<file path="src/firl_pkg.sv">
// shared constants and types for the fir filter with loadable taps
`timescale 1ns / 1ps
package firl_pkg;

    localparam int MAX_TAPS     = 64;
    localparam int SAMPLE_BITS  = 24;
    localparam int COEF_BITS    = 18;
    localparam int CFG_BITS     = 7;
    localparam int IDX_BITS     = 6;
    localparam int TAP_CNT_BITS = $clog2(MAX_TAPS) + 1;
    localparam int FRAC_BITS    = COEF_BITS - 1;
    localparam int PROD_BITS    = SAMPLE_BITS + COEF_BITS;
    localparam int ACC_BITS     = PROD_BITS + $clog2(MAX_TAPS) + 1;

    typedef logic signed [SAMPLE_BITS-1:0] sample_t;
    typedef logic signed [COEF_BITS-1:0]   coef_t;

    typedef enum logic [1:0] {
        X_HOLD,
        X_DOWN,
        X_UP
    } x_op_t;

    typedef struct packed {
        x_op_t x_op;
        logic  c_down;
    } cell_ctl_t;

    typedef enum logic [2:0] {
        ST_IDLE,
        ST_ALIGN,
        ST_MAC,
        ST_RESTORE,
        ST_DRAIN,
        ST_FINISH
    } state_t;

endpackage

</file>
<file path="src/firl_mac.sv">
// multiply-accumulate with rounding and saturation to the sample width
`timescale 1ns / 1ps
module firl_mac
    import firl_pkg::*;
(
    input  logic    aclk,
    input  logic    aresetn,
    input  logic    clear,
    input  logic    en,
    input  sample_t x_in,
    input  coef_t   c_in,
    output sample_t result
);

    localparam logic signed [ACC_BITS-1:0] ROUND_ADD =
        {{(ACC_BITS-FRAC_BITS){1'b0}}, 1'b1, {(FRAC_BITS-1){1'b0}}};
    localparam logic signed [ACC_BITS-1:0] SAT_HI =
        {{(ACC_BITS-SAMPLE_BITS+1){1'b0}}, {(SAMPLE_BITS-1){1'b1}}};
    localparam logic signed [ACC_BITS-1:0] SAT_LO = ~SAT_HI;

    logic signed [PROD_BITS-1:0] prod_next;
    logic signed [PROD_BITS-1:0] prod_reg;
    logic                        prod_vld_reg;
    logic signed [ACC_BITS-1:0]  acc_reg;
    logic signed [ACC_BITS-1:0]  rnd;
    logic signed [ACC_BITS-1:0]  shf;

    assign prod_next = x_in * c_in;

    always_ff @(posedge aclk) begin
        if (!aresetn) begin
            prod_vld_reg <= 1'b0;
        end else begin
            prod_vld_reg <= en;
        end
    end

    always_ff @(posedge aclk) begin
        prod_reg <= prod_next;
        if (clear) begin
            acc_reg <= '0;
        end else if (prod_vld_reg) begin
            acc_reg <= acc_reg + ACC_BITS'(prod_reg);
        end
    end

    always_comb begin
        rnd = acc_reg + ROUND_ADD;
        shf = rnd >>> FRAC_BITS;
        if (shf > SAT_HI) begin
            result = SAT_HI[SAMPLE_BITS-1:0];
        end else if (shf < SAT_LO) begin
            result = SAT_LO[SAMPLE_BITS-1:0];
        end else begin
            result = shf[SAMPLE_BITS-1:0];
        end
    end

endmodule

</file>
<file path="config.mk">
export PLATFORM = sky130hd
export DESIGN_NAME = firl_mac
export DESIGN_NICKNAME = d
export VERILOG_FILES = /design/src/firl_pkg.sv /design/src/firl_mac.sv
export SDC_FILE = /design/constraint.sdc
export NUM_CORES = 1
export LEC_CHECK = 0
export BUFFER_PORTS_ARGS = -buffer_cell sky130_fd_sc_hd__buf_2
export CORE_ASPECT_RATIO = 0.6
export CORE_MARGIN = 3
export CORE_UTILIZATION = 26
export CTS_CLUSTER_SIZE = 14
export DETAILED_ROUTE_END_ITERATION = 6
export PLACE_DENSITY = 0.51
export SYNTH_ARGS = -nofsm -noshare
export SYNTH_HDL_FRONTEND = slang
export SYNTH_SLANG_ARGS = --single-unit
</file>
<file path="constraint.sdc">
create_clock -name aclk -period 8.6 [get_ports aclk]
set_clock_uncertainty 0.15 [all_clocks]
set_input_delay 0.43 -clock aclk [delete_from_list [all_inputs] [get_ports aclk]]
set_output_delay 0.43 -clock aclk [all_outputs]
set_load 0.005 [all_outputs]
</file>
==> results.yml <==
sta:
  fin_crit_sh: 0.7873
  slew_viol_final: 0
  hold_violations: 0
  min_period_ns: 6.770
  rsz0062_at_grt: "no"
  worstMarginPinSlew_ns: 0.7830
  max_slew_margin: 0.4780
  setup_viol: 0
  finalSetupTns_ns: 0
  max_freq_mhz: 147.7
synthesis:
  ys_seq_area_frac: 0.08591
  synth-edff-count: 0
  avgSynthCellArea_um2: 8.652
  synthesis.area_um2: 21440
  synth_top_area_share: 0.3978
  synth_area_leader_cell: "fa_1"
  synth_cells: 2478
  synth-async-reset-ratio: 0
  synth_seq_cells: 92
  synth_flop_cell: "dfxtp_1"
  synth_cell_types: 71
  syn_nets: 3104
  synth_area_leaders: "fa_1, inv_1, ha_1"
  synth_warnings: 0
cells_and_area:
  area_growth_pct: 7.843
  final_cell_area_um2: 23120
  nNetsFinal: 3096
  n_antenna_cell: 0
  final_cells: 3541
  drive_gt1_frac: 0.05616
  largest_reg_flops: 49
job:
  max_cap_viol_count: 0
critical_path:
  cp-start-kind: "input port"
  path_cells: "buf_2, nand2_1, fa_1, inv_1, fa_1, fa_1, fa_1, fa_1, inv_1, fa_1, inv_1, ha_1, a21o_1, a21o_1, a21oi_1, nor3b_1, a21oi_1, a211oi_1, nor2_1, o41ai_1, xnor2_1"
  cp.required_ns: 8.76
  timing.critical_path.arrival_ns: 6.93
  path_common_cell: "fa_1"
  cp_slowest_cell: "fa_1"
  cp_slowest_stage_delay_ns: 0.57
  cp-end-kind: "flop"
  cp_max_fo: 24
  worstSetupPathType: "in2reg"
  rr_worst_depth: 13
status:
  status: "finished, final reports clean"
floorplan:
  die_area_um2: 86050
  top_level_ports: 70
  die_x_um: 376.7
  start_util: 0.2661
  rows: 80
  die_h_um: 228.4
  core_area_um2: 80580
placed_design:
  io_buffers: 69
  place.detailed.hpwl_um: 44150
  dp.cells: 3525
  place_area_um2: 22800
  gp_congestion: 0.7970
grt:
  grtUsageTotal: 0.1286
  grt_max_degree: 58
  antenna_found_initial: 0
  overflow: 0
  grt_pass1_wl_um: 89420
  grt_pass1_vias: 16590
detailed_routing:
  vias: 15690
  viasPerCell: 4.430
  wl_per_cell_um: 14.61
  drc: 0
  ant_nets: 0
  wirelength_um: 51740
  first_iter_violations: 873
  drt-pass1-iter-count: 5
clocking:
  cts.path.max_buffers: 2
  path_clk_slew_ns: 0.08
  cts.htree.levels: 3
  cts_setup_buffers: 0
  cts.repair.resized: 0
  cts_tree: "done"
  cts_root_buffer: "clkbuf_16"
  clkSinkCount: 92
  postCtsHoldBufs: 0
  cts-buffers-inserted: 9
  clk-insertion-delay-late_ns: 0.38
min_path:
  hp-class: "in2reg"
  min_path_cells: 2
-- critical path, delay by kind of cell --
kind                       cells  cell delay (ns)
adders and majority gates      7             3.55
buffers and inverters          4             0.62
AOI/OAI and AO/OA              6             1.57
and+or+nand+nor                3             0.57
xor gates and xnor gates       1             0.16
-- through the flow --
stage	utilization	setup slack, ns	hold WS (ns)
6_report	0.2869	1.830	0.09797
5_1_grt	0.2869	1.455	0.09670
4_1_cts	0.2869	1.901	0.06940
3_5_place_dp	0.2830	1.507	0.3235
3_3_place_gp	0.2830	1.564	0.3218
2_1_floorplan	-	1.897	0.2948
-- logic make-up (layout without fill, tap and decap cells) --
kind of cell,count (synthesis),count (layout),share of synthesized area
and+or+nand+nor,738,738,0.1649
muxes,22,22,0.01039
xor gates and xnor gates,93,93,0.03799
AOI/OAI and AO/OA,310,310,0.09962
buffers and inverters,643,640,0.1135
adders and majority gates,580,580,0.4877
DFF,92,92,0.08591
-- cell usage after synthesis (3+ instances only) --
library cell and n:
nor3b_1 6, a311o_1 5, xnor2_1 56, or2_2 3
dfxtp_1 92, o211ai_1 11, a31o_2 3, buf_2 4
or3_1 10, o21ai_1 6, nor4_1 3, nand2b_1 19
a211oi_1 8, nand2_1 343, a2111oi_0 5, nand4_1 14
a21o_1 48, fa_1 426, o21a_1 14, a21boi_0 3
and3_1 13, and2_1 150, o21ai_2 21, nor2b_1 11
nor2_1 89, a31oi_1 10, o21ai_0 40, inv_1 546
o21bai_1 16, nand3_1 21, and4_1 5, nor3_1 33
ha_1 154, a21oi_1 92, xor2_1 37, nand3b_1 7
mux2i_1 20, clkbuf_1 88
-- metal layers --
metal,routed length [µm],track usage
met4,386,0.01558
met2,23000,0.2041
met5,0,0
met3,1866,0.01684
met1,26490,0.1908
-- cell type report --
| class | count | area (µm²) |
|---|---|---|
| Multi-Input combinational cell | 1743 | 17170 |
| Inverter | 547 | 2053 |
| Timing Repair Buffer | 77 | 405.4 |
| Tap cell | 1066 | 1334 |
| Sequential cell | 92 | 1843 |
| Clock buffer | 9 | 225.2 |
| Fill cell | 8696 | 57460 |
| Clock inverter | 7 | 92.59 |
-- final timing paths --
kind                                     end  slack, ns   startpoint
worst min-delay path            prod_vld_reg        0.1           en
worst max-delay path            prod_reg[38]       1.83      c_in[9]
worst max register to register   acc_reg[40]       4.67   acc_reg[0]
worst min register to register   acc_reg[10]       0.33  acc_reg[10]
-- layout by cell type, fill, tap and decap left out, drive strengths merged, types with 16 or more instances in the layout --
| cell type | n |
|---|---|
| a21oi | 94 |
| nand2 | 343 |
| inv | 549 |
| nand2b | 19 |
| o21ai | 67 |
| mux2i | 20 |
| a21o | 48 |
| fa | 426 |
| and2 | 150 |
| xnor2 | 56 |
| o21bai | 16 |
| nor2 | 90 |
| buf | 77 |
| nor3 | 33 |
| ha | 154 |
| xor2 | 37 |
| dfxtp | 92 |
| nand3 | 21 |
Power is not shown: default switching activity piles up to over one toggle a cycle in this logic, so the estimate is an artifact.
