File: src/firl_pkg.sv
// shared constants and types for the fir filter with loadable taps
`timescale 1ns / 1ps
package firl_pkg;

    localparam int MAX_TAPS     = 64;
    localparam int SAMPLE_BITS  = 24;
    localparam int COEF_BITS    = 18;
    localparam int CFG_BITS     = 7;
    localparam int IDX_BITS     = 6;
    localparam int TAP_CNT_BITS = $clog2(MAX_TAPS) + 1;
    localparam int FRAC_BITS    = COEF_BITS - 1;
    localparam int PROD_BITS    = SAMPLE_BITS + COEF_BITS;
    localparam int ACC_BITS     = PROD_BITS + $clog2(MAX_TAPS) + 1;

    typedef logic signed [SAMPLE_BITS-1:0] sample_t;
    typedef logic signed [COEF_BITS-1:0]   coef_t;

    typedef enum logic [1:0] {
        X_HOLD,
        X_DOWN,
        X_UP
    } x_op_t;

    typedef struct packed {
        x_op_t x_op;
        logic  c_down;
    } cell_ctl_t;

    typedef enum logic [2:0] {
        ST_IDLE,
        ST_ALIGN,
        ST_MAC,
        ST_RESTORE,
        ST_DRAIN,
        ST_FINISH
    } state_t;

endpackage

File: src/firl_cell.sv
// one tap cell: a delay line sample and a coefficient on two rings
`timescale 1ns / 1ps
module firl_cell
    import firl_pkg::*;
(
    input  logic      aclk,
    input  logic      aresetn,
    input  cell_ctl_t ctl,
    input  sample_t   x_lo,
    input  sample_t   x_hi,
    input  coef_t     c_hi,
    input  logic      c_wr,
    input  coef_t     c_wdata,
    output sample_t   x_q,
    output coef_t     c_q
);

    sample_t x_reg;
    coef_t   c_reg;

    always_ff @(posedge aclk) begin
        if (!aresetn) begin
            x_reg <= '0;
            c_reg <= '0;
        end else begin
            case (ctl.x_op)
                X_DOWN:  x_reg <= x_hi;
                X_UP:    x_reg <= x_lo;
                default: x_reg <= x_reg;
            endcase
            if (c_wr) begin
                c_reg <= c_wdata;
            end else if (ctl.c_down) begin
                c_reg <= c_hi;
            end
        end
    end

    assign x_q = x_reg;
    assign c_q = c_reg;

endmodule

File: config.mk
export PLATFORM = sky130hd
export DESIGN_NAME = firl_cell
export DESIGN_NICKNAME = d
export VERILOG_FILES = /design/src/firl_pkg.sv /design/src/firl_cell.sv
export SDC_FILE = /design/constraint.sdc
export NUM_CORES = 1
export LEC_CHECK = 0
export ABC_AREA = 1
export BUFFER_PORTS_ARGS = -buffer_cell sky130_fd_sc_hd__buf_2
export CAP_MARGIN = 15
export CORE_MARGIN = 1.5
export CORE_UTILIZATION = 40
export CTS_BUF_LIST = sky130_fd_sc_hd__clkbuf_4 sky130_fd_sc_hd__clkbuf_8
export DETAILED_ROUTE_END_ITERATION = 10
export GPL_ROUTABILITY_DRIVEN = 0
export PLACE_DENSITY = 0.84
export SLEW_MARGIN = 20
export SYNTH_ARGS = -nofsm -noshare
export SYNTH_HDL_FRONTEND = slang
export SYNTH_SLANG_ARGS = --single-unit
File: constraint.sdc
create_clock -name aclk -period 2.8 [get_ports aclk]
set_input_delay 0.28 -clock aclk [delete_from_list [all_inputs] [get_ports aclk]]
set_output_delay 0.28 -clock aclk [all_outputs]
set_load 0.05 [all_outputs]
==> flow_summary.html <==
<table>
<tr><th>Metric</th><th>Value</th></tr>
<tr><th colspan="2">Logic synthesis</th></tr>
<tr><td>Nets in the synthesized netlist</td><td>~440</td></tr>
<tr><td>Number of distinct library cells after synthesis</td><td>14</td></tr>
<tr><td>Sequential share of the synthesized area</td><td>between 30% and 40%</td></tr>
<tr><td>Syn. warnings</td><td>0</td></tr>
<tr><td>Syn Area/Cell</td><td>6.22 sq um</td></tr>
<tr><td>Post-synthesis instance total</td><td>between 300 and 400</td></tr>
<tr><td>Post-synthesis instance area</td><td>2150 sq um</td></tr>
<tr><td>Cell taking the most area after synthesis</td><td>sky130_fd_sc_hd__dfxtp_1</td></tr>
<tr><td>Top cells by area in the synthesized netlist</td><td>sky130_fd_sc_hd__dfxtp_1 (39%), sky130_fd_sc_hd__nand2_1 (22%), sky130_fd_sc_hd__nand3_1 (14%)</td></tr>
<tr><td>Share of Yosys cell area claimed by the top area cell type</td><td>around two fifths</td></tr>
<tr><td>Yosys reg bits</td><td>42</td></tr>
<tr><th colspan="2">Setup path</th></tr>
<tr><td>R2R Path End</td><td>x_q[9]$_SDFFE_PN0P_</td></tr>
<tr><td>Data arrival at the endpoint of the critical path</td><td>around 2.1 ns</td></tr>
<tr><td>Top cell by count, worst path</td><td>sky130_fd_sc_hd__inv_1</td></tr>
<tr><td>Worst-path fanout max</td><td>25</td></tr>
<tr><td>R2r worst-path depth</td><td>4</td></tr>
<tr><td>Required time at the worst-slack endpoint</td><td>about 3.0 ns</td></tr>
<tr><td>Series of cell instances along the critical path</td><td>buf_2, inv_1, ha_1, inv_1, nand2_1, nand3_1, nand2_1, inv_1</td></tr>
<tr><td>Critical path endpoint category</td><td>flip-flop</td></tr>
<tr><td>Setup slack on the worst flop-to-flop path</td><td>around 2.1 ns</td></tr>
<tr><td>Critical Path Source Type</td><td>input port</td></tr>
<tr><td>Slowest CP cell</td><td>sky130_fd_sc_hd__ha_1</td></tr>
<tr><td>Reg-to-reg critical path startpoint</td><td>x_q[9]$_SDFFE_PN0P_</td></tr>
<tr><td>Type of the worst setup path</td><td>in2reg</td></tr>
<tr><td>Maximum cell stage delay along the critical path</td><td>roughly 0.67 ns</td></tr>
<tr><th colspan="2">Clock tree</th></tr>
<tr><td>Post-CTS repair timing setup buffer count</td><td>0</td></tr>
<tr><td>Number of clock sinks</td><td>42</td></tr>
<tr><td>Root cell of the clock tree</td><td>sky130_fd_sc_hd__clkbuf_8</td></tr>
<tr><td>Hold-fix buffer count after cts</td><td>0</td></tr>
<tr><td>Clock Pin Slew Worst Setup and Hold Paths</td><td>about 0.080 ns</td></tr>
<tr><td>CTS tree</td><td>built</td></tr>
<tr><td>Number of buffers created by CTS</td><td>5</td></tr>
<tr><td>Total number of H-tree levels</td><td>2</td></tr>
<tr><td>Clock Latency Late Sink</td><td>~0.28 ns</td></tr>
<tr><td>Maximum buffer depth of the clock tree</td><td>2</td></tr>
<tr><td>Post_cts resized</td><td>0</td></tr>
<tr><th colspan="2">Die</th></tr>
<tr><td>Die width</td><td>approximately 76 um</td></tr>
<tr><td>Core box area</td><td>5140 sq um</td></tr>
<tr><td>Die Ht</td><td>between 70 and 80 um</td></tr>
<tr><td>Initial Utilization</td><td>41.8%</td></tr>
<tr><td>Number of top-level design ports</td><td>132</td></tr>
<tr><td>Total number of placement rows</td><td>26</td></tr>
<tr><td>Die area</td><td>between 5000 and 6000 sq um</td></tr>
<tr><th colspan="2">STA</th></tr>
<tr><td>Final worst path period need</td><td>between 1.5 and 2 ns</td></tr>
<tr><td>Fmax</td><td>about 530 MHz</td></tr>
<tr><td>Final worst-path cycle share</td><td>about 67%</td></tr>
<tr><td>Slew of the pin with the lowest slew margin</td><td>0.799 ns</td></tr>
<tr><td>Setup_tns</td><td>0 ns</td></tr>
<tr><td>Worst slack on hold paths</td><td>between 0.2 and 0.3 ns</td></tr>
<tr><td>RSZ-0062 raised after global routing</td><td>false</td></tr>
<tr><td>Number of max-slew violations in the final report</td><td>0</td></tr>
<tr><td>Endpoints failing setup</td><td>0</td></tr>
<tr><td>Final worst slack</td><td>just over 0.9 ns</td></tr>
<tr><td>Count of final hold-check violations</td><td>0</td></tr>
<tr><td>Fin Clk Skew</td><td>0 ns</td></tr>
<tr><td>Worst slew margin relative to its limit</td><td>between 40% and 50%</td></tr>
<tr><th colspan="2">Cells and area</th></tr>
<tr><td>Layout cells sized above 1</td><td>between 30% and 40%</td></tr>
<tr><td>Final nets</td><td>between 500 and 600</td></tr>
<tr><td>Antenna fix cells</td><td>0</td></tr>
<tr><td>Final cell count without fillers</td><td>about 530</td></tr>
<tr><td>Number of inserted filler cells in the final layout</td><td>roughly 540</td></tr>
<tr><td>Area occupied by multi-input gates</td><td>993 sq um</td></tr>
<tr><td>Layout Area Growth over Synthesis</td><td>32.5%</td></tr>
<tr><td>FF/Latch Area</td><td>around 840 sq um</td></tr>
<tr><th colspan="2">Placed design</th></tr>
<tr><td>Worst slack, placed</td><td>approximately 0.57 ns</td></tr>
<tr><td>Cell Count Post-Placement</td><td>between 500 and 600</td></tr>
<tr><td>Total half-perimeter wirelength after legalization and detailed placement</td><td>3950 um</td></tr>
<tr><td>Input/output buffers</td><td>roughly 130</td></tr>
<tr><th colspan="2">Route</th></tr>
<tr><td>Detailed-router iteration count before antenna repair</td><td>5</td></tr>
<tr><td>DRC violation total after the first TritonRoute iteration</td><td>70</td></tr>
<tr><td>Drt drc</td><td>0</td></tr>
<tr><td>DR vias</td><td>between 2000 and 2500</td></tr>
<tr><td>Total detailed-routing wirelength</td><td>5330 um</td></tr>
<tr><td>Remaining number of nets flagged by the antenna check after routing</td><td>0</td></tr>
<tr><td>Average wire per standard cell</td><td>9.98 um</td></tr>
<tr><td>Post-DR vias/cell</td><td>around 4.5</td></tr>
<tr><th colspan="2">Power</th></tr>
<tr><td>Clock network fraction of total power</td><td>between 20 and 25%</td></tr>
<tr><td>Switching power share of the total</td><td>between 30% and 40%</td></tr>
<tr><td>Switching component of the power</td><td>around 0.00057 W</td></tr>
<tr><td>Proportion of power drawn by flip-flops and latches</td><td>a little over two fifths</td></tr>
<tr><td>Internal cell power</td><td>0.000987 W</td></tr>
<tr><td>Power per standard cell area</td><td>around 550 nW/um^2</td></tr>
<tr><td>Worst ir drop on vdd</td><td>~0.25 mV</td></tr>
<tr><td>Proportion of power drawn by combinational gates</td><td>about a third</td></tr>
<tr><td>Leak</td><td>approximately 1.8 nW</td></tr>
<tr><td>Overall power</td><td>approximately 0.0016 W</td></tr>
<tr><th colspan="2">Run</th></tr>
<tr><td>Max-cap viol count</td><td>0</td></tr>
<tr><th colspan="2">Global routing</th></tr>
<tr><td>Number of global-route vias before repair</td><td>2168</td></tr>
<tr><td>All-layer global routing usage</td><td>between 10% and 20%</td></tr>
<tr><td>Total overflow reported by the global router</td><td>0</td></tr>
<tr><td>Global-route wire length before repair</td><td>about 9400 um</td></tr>
<tr><td>Initial antenna violation count</td><td>0</td></tr>
<tr><td>Largest net degree at the start of global routing</td><td>28</td></tr>
<tr><th colspan="2">Min path</th></tr>
<tr><td>Worst min path class</td><td>in2reg</td></tr>
<tr><td>Hold_sp</td><td>x_hi[15]</td></tr>
<tr><td>Endpoint of the worst hold path</td><td>x_q[15]$_SDFFE_PN0P_</td></tr>
<tr><td>Worst Hold Path Cells</td><td>5</td></tr>
<tr><th colspan="2">Run status</th></tr>
<tr><td>Status</td><td>complete, no violations</td></tr>
</table>
-- per-stage QoR --
stage	utilization, %	instance area [sq um]
after floorplan	-	2150
after global placement	53.7	2760
after detailed placement	53.7	2760
after CTS	55.4	2850
after global routing	55.4	2850
final	55.4	2850
-- logic make-up after synthesis --
kind of cell | count (synthesis) | share of synthesized area, %
buffers and inverters | 67 | 14.6
and+or+nand+nor | 235 | 45.7
DFF | 42 | 39.2
adders and majority gates | 1 | 0.583
-- flip-flops by register name (all words and copies together) (netlist names) --
signal  flops
c_q        18
x_q        24
-- layout make-up --
class | count | area share (%)
Clock buffer | 7 | 2.95
Inverter | 47 | 6.20
Multi-Input combinational cell | 236 | 34.9
Sequential cell | 42 | 29.6
Tap cell | 70 | 3.08
Timing Repair Buffer | 132 | 23.3
-- how the worst max path moves through the flow --
stage	to	from	slack [ns]	cells after the start
3_5_place_dp	x_q[9]$_SDFFE_PN0P_	ctl[1]	0.57	8
4_1_cts	x_q[9]$_SDFFE_PN0P_	ctl[1]	0.89	8
5_1_grt	x_q[16]$_SDFFE_PN0P_	ctl[1]	0.60	8
6_report	x_q[8]$_SDFFE_PN0P_	ctl[1]	0.93	8
2_1_floorplan	x_q[0]$_SDFFE_PN0P_	ctl[1]	1.52	8
3_3_place_gp	x_q[21]$_SDFFE_PN0P_	ctl[1]	0.65	8
-- critical path: cells and delay by family --
family                     cells  cell delay [ns]
and+or+nand+nor                3             0.36
buffers and inverters          4             0.75
adders and majority gates      1             0.67
-- routing by layer --
metal | vias up | global-route usage [%] | wire [um]
met2 | 108 | 35.9 | 2520
met5 | - | 0 | 0
met1 | 1014 | 21.3 | 2280
met4 | 0 | 5.37 | 58
li1 | 1267 | - | -
met3 | 6 | 5.63 | 471
-- cells in the mapped netlist, drive strengths merged --
master,instances
nand2,126
nand3,60
nor2,49
inv,47
dfxtp,42
buf,18
clkbuf,2
ha,1
-- layout by cell type (no fill, tap or decap), drive strengths merged --
cell type	netlist	final
nand2	126	126
buf	18	132
clkbuf	2	7
nor2	49	49
inv	47	47
nand3	60	60
dfxtp	42	42
ha	1	1
-- power by group through the flow --
| stage | clock network, W | registers [W] | logic (W) |
|---|---|---|---|
| after floorplan | 0 | 0.000872 | 0.000180 |
| after CTS | 0.000401 | 0.000675 | 0.000495 |
| after global placement | 0 | 0.000688 | 0.000486 |
| final | 0.000388 | 0.000675 | 0.000492 |
| after global routing | 0.000427 | 0.000683 | 0.000539 |
| after detailed placement | 0 | 0.000689 | 0.000493 |
(Power assumes the default switching activity.)
